===== src/sv/plmr_pkg.sv =====
// Shared types, codes and constants for the PHY link mode resolver.
package plmr_pkg;

    // Input command codes
    localparam logic [1:0] CMD_START = 2'd0;
    localparam logic [1:0] CMD_READ  = 2'd1;
    localparam logic [1:0] CMD_TICK  = 2'd2;

    // Result action codes
    localparam logic [1:0] ACT_READ   = 2'd0;
    localparam logic [1:0] ACT_WRITE  = 2'd1;
    localparam logic [1:0] ACT_FINISH = 2'd2;

    // Configuration register indexes
    localparam logic [1:0] CFG_PHY_ADDRESS   = 2'd0;
    localparam logic [1:0] CFG_GIGABIT_MAC   = 2'd1;
    localparam logic [1:0] CFG_TIMEOUT_TICKS = 2'd2;

    // PHY register numbers
    localparam logic [4:0] MII_CONTROL   = 5'd0;
    localparam logic [4:0] MII_STATUS    = 5'd1;
    localparam logic [4:0] MII_AN_ADV    = 5'd4;
    localparam logic [4:0] MII_AN_LPA    = 5'd5;
    localparam logic [4:0] MII_GB_CTRL   = 5'd9;
    localparam logic [4:0] MII_GB_STAT   = 5'd10;

    localparam logic [15:0] CTRL_RESET_BIT  = 16'h8000;
    localparam logic [15:0] READ_ALL_ONES   = 16'hFFFF;
    localparam logic [31:0] TIMEOUT_DEFAULT = 32'd3000000;
    localparam logic [31:0] ELAPSED_MAX     = 32'hFFFF_FFFF;

    localparam int CMD_DEPTH_DEFAULT = 4;
    localparam int RES_DEPTH_DEFAULT = 4;

    typedef enum logic [3:0] {
        PH_IDLE,
        PH_RST1,
        PH_RST2,
        PH_ANWAIT,
        PH_FALLBACK,
        PH_R9,
        PH_R10,
        PH_R4,
        PH_R5
    } phase_t;

    // Classified event handed from the front to the sequencer
    typedef struct packed {
        logic [1:0]  kind;
        logic [15:0] value;
    } evt_t;

    // One result item
    typedef struct packed {
        logic [1:0]  action;
        logic [4:0]  phy_register;
        logic [15:0] write_value;
        logic        link_failed;
        logic        gigabit;
        logic        speed_100;
        logic        full_duplex;
        logic        autonegotiated;
        logic        last_of_run;
    } res_t;

    // All results of one event: one or two
    typedef struct packed {
        logic two;
        res_t r0;
        res_t r1;
    } bundle_t;

    function automatic res_t mk_req(input logic [1:0] act, input logic [4:0] regnum,
                                    input logic [15:0] wv);
        res_t r;
        r = '0;
        r.action       = act;
        r.phy_register = regnum;
        r.write_value  = wv;
        return r;
    endfunction

    function automatic res_t mk_fin(input logic fail, input logic g, input logic s,
                                    input logic d, input logic a);
        res_t r;
        r = '0;
        r.action         = ACT_FINISH;
        r.link_failed    = fail;
        r.gigabit        = g;
        r.speed_100      = s;
        r.full_duplex    = d;
        r.autonegotiated = a;
        return r;
    endfunction

endpackage


===== src/sv/plmr_fifo.sv =====
// Small register-based FIFO used for the event and result queues.
module plmr_fifo #(
    parameter int WIDTH = 8,
    parameter int DEPTH = 4
) (
    input  logic             clk,
    input  logic             rst_n,
    input  logic             push,
    input  logic [WIDTH-1:0] push_data,
    output logic             full,
    input  logic             pop,
    output logic [WIDTH-1:0] pop_data,
    output logic             empty
);
    localparam int AW = (DEPTH > 1) ? $clog2(DEPTH) : 1;
    localparam int CW = $clog2(DEPTH + 1);

    logic [WIDTH-1:0] mem_reg [DEPTH];
    logic [AW-1:0]    wr_ptr_reg, wr_ptr_next;
    logic [AW-1:0]    rd_ptr_reg, rd_ptr_next;
    logic [CW-1:0]    count_reg, count_next;
    logic             do_push, do_pop;

    assign full     = (count_reg == CW'(DEPTH));
    assign empty    = (count_reg == '0);
    assign do_push  = push && !full;
    assign do_pop   = pop && !empty;
    assign pop_data = mem_reg[rd_ptr_reg];

    always_comb
    begin
        wr_ptr_next = wr_ptr_reg;
        rd_ptr_next = rd_ptr_reg;
        count_next  = count_reg;
        if (do_push)
        begin
            wr_ptr_next = (wr_ptr_reg == AW'(DEPTH - 1)) ? '0 : wr_ptr_reg + 1'b1;
        end
        if (do_pop)
        begin
            rd_ptr_next = (rd_ptr_reg == AW'(DEPTH - 1)) ? '0 : rd_ptr_reg + 1'b1;
        end
        if (do_push && !do_pop)
        begin
            count_next = count_reg + 1'b1;
        end
        else if (do_pop && !do_push)
        begin
            count_next = count_reg - 1'b1;
        end
    end

    always_ff @(posedge clk or negedge rst_n)
    begin
        if (!rst_n)
        begin
            wr_ptr_reg <= '0;
            rd_ptr_reg <= '0;
            count_reg  <= '0;
        end
        else
        begin
            wr_ptr_reg <= wr_ptr_next;
            rd_ptr_reg <= rd_ptr_next;
            count_reg  <= count_next;
        end
    end

    always_ff @(posedge clk)
    begin
        if (do_push)
        begin
            mem_reg[wr_ptr_reg] <= push_data;
        end
    end

endmodule


===== src/sv/plmr_front.sv =====
// Input side: classifies commands, folds invalid reads to all ones, queues events.
module plmr_front #(
    parameter int CMD_DEPTH = 4
) (
    input  logic           clk,
    input  logic           rst_n,
    input  logic           push,
    output logic           full,
    input  logic [1:0]     command,
    input  logic [15:0]    read_value,
    input  logic           read_invalid,
    output logic           evt_valid,
    output plmr_pkg::evt_t evt,
    input  logic           evt_take
);
    import plmr_pkg::*;

    evt_t in_evt;
    logic known_cmd;
    logic evt_empty;

    // unused command code is accepted and dropped here
    assign known_cmd    = (command == CMD_START) || (command == CMD_READ) ||
                          (command == CMD_TICK);
    assign in_evt.kind  = command;
    assign in_evt.value = read_invalid ? READ_ALL_ONES : read_value;
    assign evt_valid    = !evt_empty;

    plmr_fifo #(
        .WIDTH ($bits(evt_t)),
        .DEPTH (CMD_DEPTH)
    ) u_evt_q (
        .clk       (clk),
        .rst_n     (rst_n),
        .push      (push && known_cmd),
        .push_data (in_evt),
        .full      (full),
        .pop       (evt_take),
        .pop_data  (evt),
        .empty     (evt_empty)
    );

endmodule


===== src/sv/plmr_seq.sv =====
// Bring-up sequencer: phase machine, elapsed counter and link mode resolution.
module plmr_seq (
    input  logic              clk,
    input  logic              rst_n,
    input  logic              gigabit_mac,
    input  logic [31:0]       timeout_ticks,
    input  logic              evt_valid,
    input  plmr_pkg::evt_t    evt,
    output logic              evt_take,
    input  logic              bundle_full,
    output logic              bundle_push,
    output plmr_pkg::bundle_t bundle
);
    import plmr_pkg::*;

    phase_t      phase_reg, phase_next;
    logic [31:0] elapsed_reg, elapsed_next;
    logic        gig_reg, gig_next;
    logic        spd_reg, spd_next;
    logic        dup_reg, dup_next;
    logic        an_reg, an_next;
    logic [15:0] saved_reg, saved_next;
    logic [15:0] v, both;
    logic        timed_out;
    logic [1:0]  n;
    res_t        r0, r1;

    assign evt_take  = evt_valid && !bundle_full;
    assign v         = evt.value;
    assign both      = saved_reg & v;
    assign timed_out = elapsed_reg > timeout_ticks;

    always_comb
    begin
        phase_next   = phase_reg;
        elapsed_next = elapsed_reg;
        gig_next     = gig_reg;
        spd_next     = spd_reg;
        dup_next     = dup_reg;
        an_next      = an_reg;
        saved_next   = saved_reg;
        r0           = '0;
        r1           = '0;
        n            = 2'd0;
        if (evt_take)
        begin
            priority if (evt.kind == CMD_START)
            begin
                elapsed_next = '0;
                gig_next     = 1'b0;
                spd_next     = 1'b0;
                dup_next     = 1'b0;
                an_next      = 1'b0;
                r0           = mk_req(ACT_READ, MII_CONTROL, '0);
                n            = 2'd1;
                phase_next   = PH_RST1;
            end
            else if (evt.kind == CMD_TICK)
            begin
                if (elapsed_reg != ELAPSED_MAX)
                begin
                    elapsed_next = elapsed_reg + 1'b1;
                end
            end
            else
            begin
                unique case (phase_reg)
                    PH_RST1, PH_RST2:
                    begin
                        if (v[15])
                        begin
                            n = 2'd1;
                            if (timed_out)
                            begin
                                r0 = mk_fin(1'b1, gig_reg, spd_reg, dup_reg, an_reg);
                                phase_next = PH_IDLE;
                            end
                            else
                            begin
                                r0 = mk_req(ACT_READ, MII_CONTROL, '0);
                            end
                        end
                        else if (phase_reg == PH_RST1)
                        begin
                            r0 = mk_req(ACT_WRITE, MII_CONTROL, CTRL_RESET_BIT | v);
                            r1 = mk_req(ACT_READ, MII_CONTROL, '0);
                            n  = 2'd2;
                            phase_next = PH_RST2;
                        end
                        else if (!v[12])
                        begin
                            // no autoneg ability: clear control, finish 10 half
                            r0 = mk_req(ACT_WRITE, MII_CONTROL, '0);
                            r1 = mk_fin(1'b0, gig_reg, spd_reg, dup_reg, an_reg);
                            n  = 2'd2;
                            phase_next = PH_IDLE;
                        end
                        else
                        begin
                            an_next = 1'b1;
                            r0 = mk_req(ACT_READ, MII_STATUS, '0);
                            n  = 2'd1;
                            phase_next = PH_ANWAIT;
                        end
                    end
                    PH_ANWAIT:
                    begin
                        n = 2'd1;
                        if (!v[5])
                        begin
                            r0 = mk_req(ACT_READ, timed_out ? MII_CONTROL : MII_STATUS, '0);
                            if (timed_out)
                            begin
                                phase_next = PH_FALLBACK;
                            end
                        end
                        else if (v[8])
                        begin
                            r0 = mk_req(ACT_READ, MII_GB_CTRL, '0);
                            phase_next = PH_R9;
                        end
                        else
                        begin
                            r0 = mk_req(ACT_READ, MII_AN_ADV, '0);
                            phase_next = PH_R4;
                        end
                    end
                    PH_FALLBACK:
                    begin
                        gig_next = v[6] && !v[13];
                        spd_next = !v[6] && v[13];
                        dup_next = v[8];
                        r0 = mk_fin(1'b0, gig_next, spd_next, dup_next, an_reg);
                        n  = 2'd1;
                        phase_next = PH_IDLE;
                    end
                    PH_R9:
                    begin
                        saved_next = v;
                        r0 = mk_req(ACT_READ, MII_GB_STAT, '0);
                        n  = 2'd1;
                        phase_next = PH_R10;
                    end
                    PH_R10:
                    begin
                        if (saved_reg[9] && v[11])
                        begin
                            gig_next = 1'b1;
                            dup_next = 1'b1;
                        end
                        else if (saved_reg[8] && v[10])
                        begin
                            gig_next = 1'b1;
                            dup_next = 1'b0;
                        end
                        n = 2'd1;
                        if (!gig_next || !gigabit_mac)
                        begin
                            r0 = mk_req(ACT_READ, MII_AN_ADV, '0);
                            phase_next = PH_R4;
                        end
                        else
                        begin
                            r0 = mk_fin(1'b0, gig_next, spd_reg, dup_next, an_reg);
                            phase_next = PH_IDLE;
                        end
                    end
                    PH_R4:
                    begin
                        saved_next = v;
                        r0 = mk_req(ACT_READ, MII_AN_LPA, '0);
                        n  = 2'd1;
                        phase_next = PH_R5;
                    end
                    PH_R5:
                    begin
                        // highest common 10/100 mode
                        priority if (both[8])
                        begin
                            spd_next = 1'b1;
                            dup_next = 1'b1;
                        end
                        else if (both[7])
                        begin
                            spd_next = 1'b1;
                            dup_next = 1'b0;
                        end
                        else if (both[6])
                        begin
                            spd_next = 1'b0;
                            dup_next = 1'b1;
                        end
                        else
                        begin
                            spd_next = 1'b0;
                            dup_next = 1'b0;
                        end
                        phase_next = PH_IDLE;
                        if (gig_reg && !gigabit_mac)
                        begin
                            // MAC cannot do gigabit: force 100/10 half
                            gig_next = 1'b0;
                            dup_next = 1'b0;
                            r0 = mk_req(ACT_WRITE, MII_CONTROL, {2'b00, spd_next, 13'd0});
                            r1 = mk_fin(1'b0, 1'b0, spd_next, 1'b0, an_reg);
                            n  = 2'd2;
                        end
                        else
                        begin
                            r0 = mk_fin(1'b0, gig_reg, spd_next, dup_next, an_reg);
                            n  = 2'd1;
                        end
                    end
                    default:
                    begin
                        // read completion while idle: ignored
                    end
                endcase
            end
        end
        r0.last_of_run = (n == 2'd1);
        r1.last_of_run = (n == 2'd2);
    end

    assign bundle_push = (n != 2'd0);
    assign bundle.two  = (n == 2'd2);
    assign bundle.r0   = r0;
    assign bundle.r1   = r1;

    always_ff @(posedge clk or negedge rst_n)
    begin
        if (!rst_n)
        begin
            phase_reg   <= PH_IDLE;
            elapsed_reg <= '0;
            gig_reg     <= 1'b0;
            spd_reg     <= 1'b0;
            dup_reg     <= 1'b0;
            an_reg      <= 1'b0;
        end
        else
        begin
            phase_reg   <= phase_next;
            elapsed_reg <= elapsed_next;
            gig_reg     <= gig_next;
            spd_reg     <= spd_next;
            dup_reg     <= dup_next;
            an_reg      <= an_next;
        end
    end

    always_ff @(posedge clk)
    begin
        saved_reg <= saved_next;
    end

    a_start_restarts: assert property (@(posedge clk) disable iff (!rst_n)
        evt_take && evt.kind == CMD_START |=> phase_reg == PH_RST1 && elapsed_reg == '0)
        else $error("start did not restart bring-up");

    a_elapsed_sat: assert property (@(posedge clk) disable iff (!rst_n)
        evt_take && evt.kind == CMD_TICK && elapsed_reg == ELAPSED_MAX
        |=> elapsed_reg == ELAPSED_MAX)
        else $error("elapsed counter wrapped");

    a_finish_idles: assert property (@(posedge clk) disable iff (!rst_n)
        bundle_push && (bundle.two ? bundle.r1.action : bundle.r0.action) == ACT_FINISH
        |=> phase_reg == PH_IDLE)
        else $error("finish result without return to idle");

    a_no_push_full: assert property (@(posedge clk) disable iff (!rst_n)
        bundle_push |-> !bundle_full)
        else $error("result pushed into full queue");

endmodule


===== src/sv/plmr_out.sv =====
// Output side: result bundle queue and output register that hands out one result per pop.
module plmr_out #(
    parameter int RES_DEPTH = 4
) (
    input  logic              clk,
    input  logic              rst_n,
    input  logic              bundle_push,
    input  plmr_pkg::bundle_t bundle,
    output logic              bundle_full,
    output logic              empty,
    input  logic              pop,
    output plmr_pkg::res_t    res
);
    import plmr_pkg::*;

    bundle_t q_data;
    bundle_t cur_reg;
    logic    q_empty;
    logic    valid_reg;
    logic    idx_reg;
    logic    done;
    logic    load;

    assign done  = pop && valid_reg && (idx_reg || !cur_reg.two);
    assign load  = !q_empty && (!valid_reg || done);
    assign empty = !valid_reg;
    assign res   = idx_reg ? cur_reg.r1 : cur_reg.r0;

    plmr_fifo #(
        .WIDTH ($bits(bundle_t)),
        .DEPTH (RES_DEPTH)
    ) u_res_q (
        .clk       (clk),
        .rst_n     (rst_n),
        .push      (bundle_push),
        .push_data (bundle),
        .full      (bundle_full),
        .pop       (load),
        .pop_data  (q_data),
        .empty     (q_empty)
    );

    always_ff @(posedge clk or negedge rst_n)
    begin
        if (!rst_n)
        begin
            valid_reg <= 1'b0;
            idx_reg   <= 1'b0;
        end
        else if (load)
        begin
            valid_reg <= 1'b1;
            idx_reg   <= 1'b0;
        end
        else if (done)
        begin
            valid_reg <= 1'b0;
        end
        else if (pop && valid_reg)
        begin
            idx_reg <= 1'b1;
        end
    end

    always_ff @(posedge clk)
    begin
        if (load)
        begin
            cur_reg <= q_data;
        end
    end

endmodule


===== src/sv/phy_link_mode_resolver.sv =====
// Top level of the PHY link mode resolver: config registers, front, sequencer, output.
//
//  channel   direction  handshake        transfer when
//  -------   ---------  ---------------  -----------------------------
//  input     in         push / full      push && !full
//  result    out        empty / pop      pop && !empty
//  config    in         write_enable     write_enable (no stall)
//
//  Cycles: an event is accepted every cycle while the event queue has room; the
//  sequencer retires one event per cycle while the result queue has room; the output
//  register hands out one result per cycle while pop is held, so an event with two
//  results needs two pops. An accepted event passes through the event queue, the
//  result queue and the output register before its first result is on the ports.
//  Reset: async active low; clears phase, elapsed counter, mode bits and all queues.
//  Stalls: a full result queue holds the sequencer; that backs up the event queue and
//  raises full. Unknown command codes are accepted and dropped.
module phy_link_mode_resolver #(
    parameter int CMD_DEPTH = plmr_pkg::CMD_DEPTH_DEFAULT,
    parameter int RES_DEPTH = plmr_pkg::RES_DEPTH_DEFAULT
) (
    input  logic        clk,
    input  logic        rst_n,
    // input queue side
    input  logic        push,
    output logic        full,
    input  logic [1:0]  command,
    input  logic [15:0] read_value,
    input  logic        read_invalid,
    // result queue side
    output logic        empty,
    input  logic        pop,
    output logic [1:0]  action,
    output logic [4:0]  phy_register,
    output logic [15:0] write_value,
    output logic        link_failed,
    output logic        gigabit,
    output logic        speed_100,
    output logic        full_duplex,
    output logic        autonegotiated,
    output logic        last_of_run,
    // configuration
    input  logic        write_enable,
    input  logic [1:0]  register_index,
    input  logic [31:0] write_data
);
    import plmr_pkg::*;

    // The PHY address register belongs to the MDIO master, which adds it to every
    // request; nothing in this block depends on it, so writes to it are accepted here
    // and not held.
    logic        gigabit_mac_reg;
    logic [31:0] timeout_ticks_reg;

    evt_t        evt;
    logic        evt_valid;
    logic        evt_take;
    bundle_t     bundle;
    logic        bundle_push;
    logic        bundle_full;
    res_t        res;

    always_ff @(posedge clk or negedge rst_n)
    begin
        if (!rst_n)
        begin
            gigabit_mac_reg   <= 1'b0;
            timeout_ticks_reg <= TIMEOUT_DEFAULT;
        end
        else if (write_enable)
        begin
            unique case (register_index)
                CFG_GIGABIT_MAC:   gigabit_mac_reg   <= write_data[0];
                CFG_TIMEOUT_TICKS: timeout_ticks_reg <= write_data;
                default:
                begin
                    // phy address and unused indexes: nothing held here
                end
            endcase
        end
    end

    // front: classify and queue events
    plmr_front #(
        .CMD_DEPTH (CMD_DEPTH)
    ) u_front (
        .clk          (clk),
        .rst_n        (rst_n),
        .push         (push),
        .full         (full),
        .command      (command),
        .read_value   (read_value),
        .read_invalid (read_invalid),
        .evt_valid    (evt_valid),
        .evt          (evt),
        .evt_take     (evt_take)
    );

    // back: sequencer, one event per cycle while the result queue has room
    plmr_seq u_seq (
        .clk           (clk),
        .rst_n         (rst_n),
        .gigabit_mac   (gigabit_mac_reg),
        .timeout_ticks (timeout_ticks_reg),
        .evt_valid     (evt_valid),
        .evt           (evt),
        .evt_take      (evt_take),
        .bundle_full   (bundle_full),
        .bundle_push   (bundle_push),
        .bundle        (bundle)
    );

    // result queue and output register
    plmr_out #(
        .RES_DEPTH (RES_DEPTH)
    ) u_out (
        .clk         (clk),
        .rst_n       (rst_n),
        .bundle_push (bundle_push),
        .bundle      (bundle),
        .bundle_full (bundle_full),
        .empty       (empty),
        .pop         (pop),
        .res         (res)
    );

    assign action         = res.action;
    assign phy_register   = res.phy_register;
    assign write_value    = res.write_value;
    assign link_failed    = res.link_failed;
    assign gigabit        = res.gigabit;
    assign speed_100      = res.speed_100;
    assign full_duplex    = res.full_duplex;
    assign autonegotiated = res.autonegotiated;
    assign last_of_run    = res.last_of_run;

endmodule

===== config.mk =====
export PLATFORM = sky130hd
export DESIGN_NAME = phy_link_mode_resolver
export DESIGN_NICKNAME = d
export VERILOG_FILES = /design/src/sv/plmr_pkg.sv /design/src/sv/plmr_fifo.sv /design/src/sv/plmr_front.sv /design/src/sv/plmr_seq.sv /design/src/sv/plmr_out.sv /design/src/sv/phy_link_mode_resolver.sv
export SDC_FILE = /design/constraint.sdc
export NUM_CORES = 1
export LEC_CHECK = 0
export ABC_AREA = 1
export BUFFER_PORTS_ARGS = -buffer_cell sky130_fd_sc_hd__buf_2
export CELL_PAD_IN_SITES_DETAIL_PLACEMENT = 1
export CELL_PAD_IN_SITES_GLOBAL_PLACEMENT = 1
export CORE_ASPECT_RATIO = 1.1
export CORE_MARGIN = 3
export CORE_UTILIZATION = 50
export CTS_CLUSTER_SIZE = 25
export DETAILED_ROUTE_END_ITERATION = 10
export PLACE_DENSITY_LB_ADDON = 0.1
export SETUP_SLACK_MARGIN = 0.2
export SLEW_MARGIN = 20
export SYNTH_ARGS = -nofsm -noshare
export SYNTH_HDL_FRONTEND = slang
export SYNTH_HIERARCHICAL = 1
export SYNTH_SLANG_ARGS = --single-unit

===== constraint.sdc =====
create_clock -name clk -period 6 [get_ports clk]
set_clock_uncertainty 0.2 [all_clocks]
set_input_delay 0.3 -clock clk [delete_from_list [all_inputs] [get_ports clk]]
set_output_delay 0.3 -clock clk [all_outputs]
set_load 0.005 [all_outputs]

After elaboration in Yosys (flattened, before gate mapping)
Memory sizes are Yosys's and may differ from the RTL's. A register that Yosys moved wholly into a read port is not among the register bits. Cells that the tools add are included.

Memories kept: 2. Flip-flop bits (word level): 99. Logic and storage cells: 220. Input bits: 58. Output and inout bits: 31. RAM bits: 308.

Memory list: u_out.u_res_q.mem_reg (words 4, bits a word 59, rd ports 1, clocked after Yosys merged registers in 1, wr ports 1, line plmr_fifo.sv:18) `logic [WIDTH-1:0] mem_reg [DEPTH];`; u_front.u_evt_q.mem_reg (words 4, bits a word 18, rd ports 1, clocked after Yosys merged registers in 0, wr ports 1, line plmr_fifo.sv:18).

Bitwise gates (word level): 3. Reductions and logical operators: 67. Add/subtract/negate cells: 9. Mux-type cells: 92. Order comparisons: 1. Equality and inequality tests: 29.

Operators with widths (count): $mux W29 (15); $pmux W29 S7 (1); $mux W32 (3); $pmux W29 S2 (1); $mux W28 (2); $mux W26 (2); $mux W1 (37); $add A32 B1 Y32 const B (1); $gt A32 B32 Y1 (1); $ne A32 B32 Y1 const B (1); $mux W4 (7); $mux W2 (13); $pmux W4 S6 (1); $logic_and A1 B1 Y1 (18); $reduce_bool A2 Y1 (9); $eq A2 B2 Y1 const B (8); $eq A4 B3 Y1 const B (4); $mux W16 (1); $mux W3 (5); $logic_not A1 Y1 (14); $and A9 B9 Y9 (1); $reduce_and A3 Y1 (3); $add A2 B1 Y2 const B (4); $eq A4 B2 Y1 const B (2); 27 further kinds (47).

Longest topological paths before layout
An unclocked memory read counts as a cell.

Depth after elaboration: 15. Mapped depth: 21. Depth with buffers taken out: 20.

Hierarchy
The synthesis kept the hierarchy.

By module, submodules not included: plmr_fifo (u_out.u_res_q) (instances 1, seq. area each 7262.0 µm², area an instance 9753.1 µm², cells an instance 749); plmr_seq (instances 1, seq. area each 1121.1 µm², area an instance 4127.7 µm², cells an instance 623); plmr_fifo (u_front.u_evt_q) (instances 1, seq. area each 2337.2 µm², area an instance 3353.2 µm², cells an instance 270); plmr_out (instances 1, seq. area each 1821.7 µm², area an instance 2225.9 µm², cells an instance 166); phy_link_mode_resolver (instances 1, seq. area each 838.3 µm², area an instance 1423.9 µm², cells an instance 150); plmr_front (instances 1, seq. area each 0.0 µm², area an instance 123.9 µm², cells an instance 20).

Least setup slack after synthesis
Ideal clock, no wire load.

Path type: register -> register. From: reg u_front.u_evt_q.rd_ptr_reg[0]. To: mem u_out/u_res_q/mem_reg[0][0] (netlist bit) (enable). Slack: 1220 ps. Required time: 5324 ps. Stages on the path, launching flop included: 12. Arrival: 4104 ps. Period minus slack after synthesis: 4780 ps. Setup time: 476 ps. Path buffers: 2. Path through: dfrtp_1 > buf_6 > buf_6 > o211ai_1 > nand2_1 > nor2_4 > inv_2 > nand2_1 > nand2_1 > inv_1 > nand2_1 > nor2_1.

RTL lines: start: declaration (line plmr_fifo.sv:20) `logic [AW-1:0] rd_ptr_reg, rd_ptr_next;`; start signal: assignment (line plmr_fifo.sv:64) `rd_ptr_reg <= rd_ptr_next;`; end: declaration (line plmr_fifo.sv:18).

==> summary.md <==
| Metric | Value |
|---|---|
| Status | `finished clean` |
| Syn Inst Count | `1978` |
| Synth unique cells | `50` |
| Minimum clock period | `4.40 ns` |
| H-tree levels | `2` |
| Worst path bufs/invs | `4` |
| Crit path DAT | `4.46 ns` |
| I/O pins | `89` |
| Vias per inst | `roughly 5.2` |
| FMAX | `227 MHz` |
| Worst hold path class | `input pin to flop` |
| CP top delay family | `simple AND/OR/NAND/NOR gates` |
| Pwr dens | `483 nW/um^2` |
| Total negative setup slack | `0 ns` |
| R2r worst-path depth | `11` |
| Dpl cells | `about 2600` |
| Seq cells post-synth | `460` |
| Largest net degree at the start of global routing | `96` |
| Nets | `2214` |
| Synth Area per Inst | `10.6 sq um` |
| Die area | `44500 sq um` |
| Slew headroom | `0.345` |
| Post-Layout Cell Count | `between 2000 and 3000` |
| Die Span Y | `221 microns` |
| Dominant cells by area after synthesis | `edfxtp_1 (53%), nand2_1 (9.8%), dfrtp_1 (9.4%), o211ai_1 (5.4%), inv_1 (5.3%)` |
| Yosys top cell area share | `0.530` |
| Max reg flops | `around 240` |
| Final Cycle Share | `0.733` |
| Die W | `201 microns` |
| Post-Synthesis Cell Area | `approximately 21000 sq um` |
| Total Routing Usage GR | `0.223` |
| Worst slew pin tran | `0.980 ns` |
| Reg2Reg Setup Slack | `between 1.5 and 2 ns` |
| CTS tree | `yes` |
| # clock sinks | `460` |
| Initial antenna violation count | `0` |
| Via count | `approximately 14000` |
| RSZ-0062 raised after global routing | `false` |
| Max stage delay on crit path | `around 0.87 ns` |
| Setup crit start kind | `flop` |
| Hold slack | `0.0641 ns` |
| Worst R2R End | `u_out/u_res_q/mem_reg[3][54]$_DFFE_PP_` |
| Layout area overhead | `12.9%` |
| First-pass GRT wire length | `79000 microns` |
| Fillers | `4505` |
| Worst IR Drop VDD | `0.000277 V` |
| Setup violators final | `0` |
| DP Wirelength | `32500 microns` |
| Most used DFF post-synth | `edfxtp_1` |
| Avg WL per Cell | `18.2 microns` |
| Number of nets with antenna violations after routing | `0` |
| Layout cell share with drive strength beyond 1 | `0.105` |
| Initial core utilization | `0.508` |
| Hold path endpoint | `u_front/u_evt_q/mem_reg[1][13]$_DFFE_PP_` |
| Row Count | `78` |
| Postcts setup bufs | `0` |
| Hold Fails Final Rpt | `0` |
| Gr ovfl total | `0` |
| Largest area contributor in the netlist | `edfxtp_1` |
| P_leak | `10.0 nW` |
| Final Max Tran Viols | `0` |
| EDFF count, synth | `371` |
| Seq/Total Area, Yosys | `0.637` |
| Peak fanout along the critical path | `27` |
| # resized after CTS | `0` |
| Crit Path Class | `flop to flop` |
| Reg2reg start | `u_front/u_evt_q/rd_ptr_reg[1]$_DFFE_PN0P_` |
| Detailed Route WL | `49200 microns` |
| Clock Tree Root | `clkbuf_16` |
| Worst Path Required | `6.06 ns` |
| Clock Tree Buf Depth | `3` |
| Core area | `about 41000 sq um` |
| Vias in the first global route | `~15000` |
| Synth warn | `6` |
| Initial DRC Count | `577` |
| DP Area | `21700 sq um` |
| DRT Pass-1 Iters | `5` |
| Clock latency on the worst-skew pair | `around 0.59 ns` |
| # DRC | `0` |
| Most frequent CP cell | `nand2_1` |
| GP Congestion | `0.838` |
| Hold Path Depth | `2` |
| CTS Buf Count | `48` |
| # Max-Cap Violations | `0` |
| Number of port buffers | `88` |
| Async SR Flop Fraction | `0.193` |
| Tot Pwr | `about 11 mW` |
| Slowest CP cell | `dfrtp_1` |
| Crit path cell chain | `inv_2 > o211ai_1 > nand2_1 > nor2_4 > inv_2 > nand2_1 > nand2_1 > inv_1 > nand2_1 > nor2_4 > buf_4` |
| Clock-pin slew on the worst setup and hold paths | `0.06 ns` |
| HP Start | `read_invalid` |
| CP endpoint kind | `flop` |
| N_diodes | `0` |
| Design Area, Final | `23700 sq um` |
[through the flow]
| step | worst slack, ns | utilization |
|---|---|---|
| floorplan | 1.22 | - |
| global placement | 1.61 | 0.525 |
| detailed placement | 1.55 | 0.525 |
| CTS | 1.47 | 0.573 |
| global route | 1.21 | 0.573 |
| finish | 1.60 | 0.573 |
[where the power goes]
group          internal [mW]  switching [mW]  total [mW]
clock network           1.62            1.19        2.80
registers               4.63           0.476        5.10
logic                   1.04            2.52        3.56
total                   7.28            4.18        11.5
[synthesized netlist by cell type, types with 2 or more instances]
| master | count |
|---|---|
| nand2_1 | 548 |
| edfxtp_1 | 371 |
| inv_1 | 298 |
| o211ai_1 | 151 |
| nor2_1 | 95 |
| dfrtp_1 | 79 |
| a21oi_1 | 53 |
| ha_1 | 45 |
| nand3_1 | 45 |
| nand4_1 | 44 |
| buf_2 | 42 |
| buf_4 | 40 |
| o21ai_0 | 28 |
| nor3_1 | 22 |
| or2_1 | 16 |
| buf_6 | 13 |
| dfstp_2 | 10 |
| inv_2 | 10 |
| clkbuf_1 | 8 |
| nor2_2 | 5 |
| o31ai_1 | 5 |
| a31oi_1 | 4 |
| nand2_2 | 4 |
| xnor2_1 | 4 |
| nor2_4 | 3 |
| o211ai_2 | 3 |
| a221oi_1 | 2 |
| fa_1 | 2 |
| nand2_4 | 2 |
| nand3_2 | 2 |
| nand3_4 | 2 |
| nor3_4 | 2 |
| o21a_1 | 2 |
| o21ai_1 | 2 |
[worst max-delay path by stage]
stage / startpoint / to / slack [ns] / cells after the start
3_3_place_gp: u_front/u_evt_q/rd_ptr_reg[1]$_DFFE_PN0P_ / u_out/u_res_q/mem_reg[3][38]$_DFFE_PP_ / 1.61 / 11
5_1_grt: u_front/u_evt_q/rd_ptr_reg[1]$_DFFE_PN0P_ / u_out/u_res_q/mem_reg[3][54]$_DFFE_PP_ / 1.21 / 11
3_5_place_dp: u_front/u_evt_q/rd_ptr_reg[1]$_DFFE_PN0P_ / u_out/u_res_q/mem_reg[3][54]$_DFFE_PP_ / 1.55 / 11
4_1_cts: u_front/u_evt_q/rd_ptr_reg[1]$_DFFE_PN0P_ / u_out/u_res_q/mem_reg[3][54]$_DFFE_PP_ / 1.47 / 11
2_1_floorplan: u_front/u_evt_q/rd_ptr_reg[0]$_DFFE_PN0P_ / u_out/u_res_q/mem_reg[0][0]$_DFFE_PP_ / 1.22 / 11
6_report: u_front/u_evt_q/rd_ptr_reg[1]$_DFFE_PN0P_ / u_out/u_res_q/mem_reg[3][54]$_DFFE_PP_ / 1.60 / 11
[placed cells by master, fill, tap and decap left out, types with 10 or more instances in the layout]
cell type / count
o211ai_1: 151
ha_1: 45
inv_1: 297
dfrtp_1: 76
nand4_1: 44
inv_2: 11
dlygate4sd3_1: 54
nand3_1: 45
conb_1: 24
o21ai_0: 28
or2_1: 16
nand2_1: 548
buf_2: 87
edfxtp_1: 371
buf_4: 21
clkbuf_16: 48
clkbuf_1: 17
a21oi_1: 53
nor2_1: 91
dfstp_2: 10
nor3_1: 22
[what timing repair did]
item,4_1_cts,5_1_grt
endpoints found under the hold margin,157,0
endpoints found under the setup margin,0,0
hold buffers,54,0
[worst reg2reg max path, cell delays in order (launching register included)]
cell      delay, ns
dfrtp_1        0.87
inv_2          0.36
o211ai_1       0.20
nand2_1        0.18
nor2_4         0.28
inv_2          0.13
nand2_1        0.09
nand2_1        0.07
inv_1          0.13
nand2_1        0.30
nor2_4         0.85
buf_4          0.42
[area by class of cell]
class | instances | area, sq um | share of cell area
inverters | 308 | 1160 | 0.0487
clock buffers | 66 | 1280 | 0.0539
multi-input cells | 1129 | 5890 | 0.248
well taps | 560 | 701 | 0.0295
clock inverters | 20 | 184 | 0.00775
flip-flops and latches | 460 | 13400 | 0.564
repair buffers | 162 | 1130 | 0.0478
[per-layer routing]
| layer | share of wire | vias to the layer above | global-route usage | wire, microns |
|---|---|---|---|---|
| li1 | - | 6855 | - | - |
| met1 | 0.41 | 6876 | 0.271 | 20400 |
| met2 | 0.53 | 195 | 0.414 | 26100 |
| met3 | 0.033 | 67 | 0.0315 | 1620 |
| met4 | 0.023 | 0 | 0.0603 | 1120 |
| met5 | 0 | - | 0 | 0 |
[cells by family after synthesis]
kind of cell	share of synthesized area
adder cells (fa/ha/maj)	0.0287
AO/OA/AOI/OAI	0.0828
other	0.000179
buffers and inverters	0.0884
XOR/XNOR	0.00208
AND/OR/NAND/NOR	0.161
flip-flops	0.637
No activity file was read; power rests on OpenSTA's default activity.
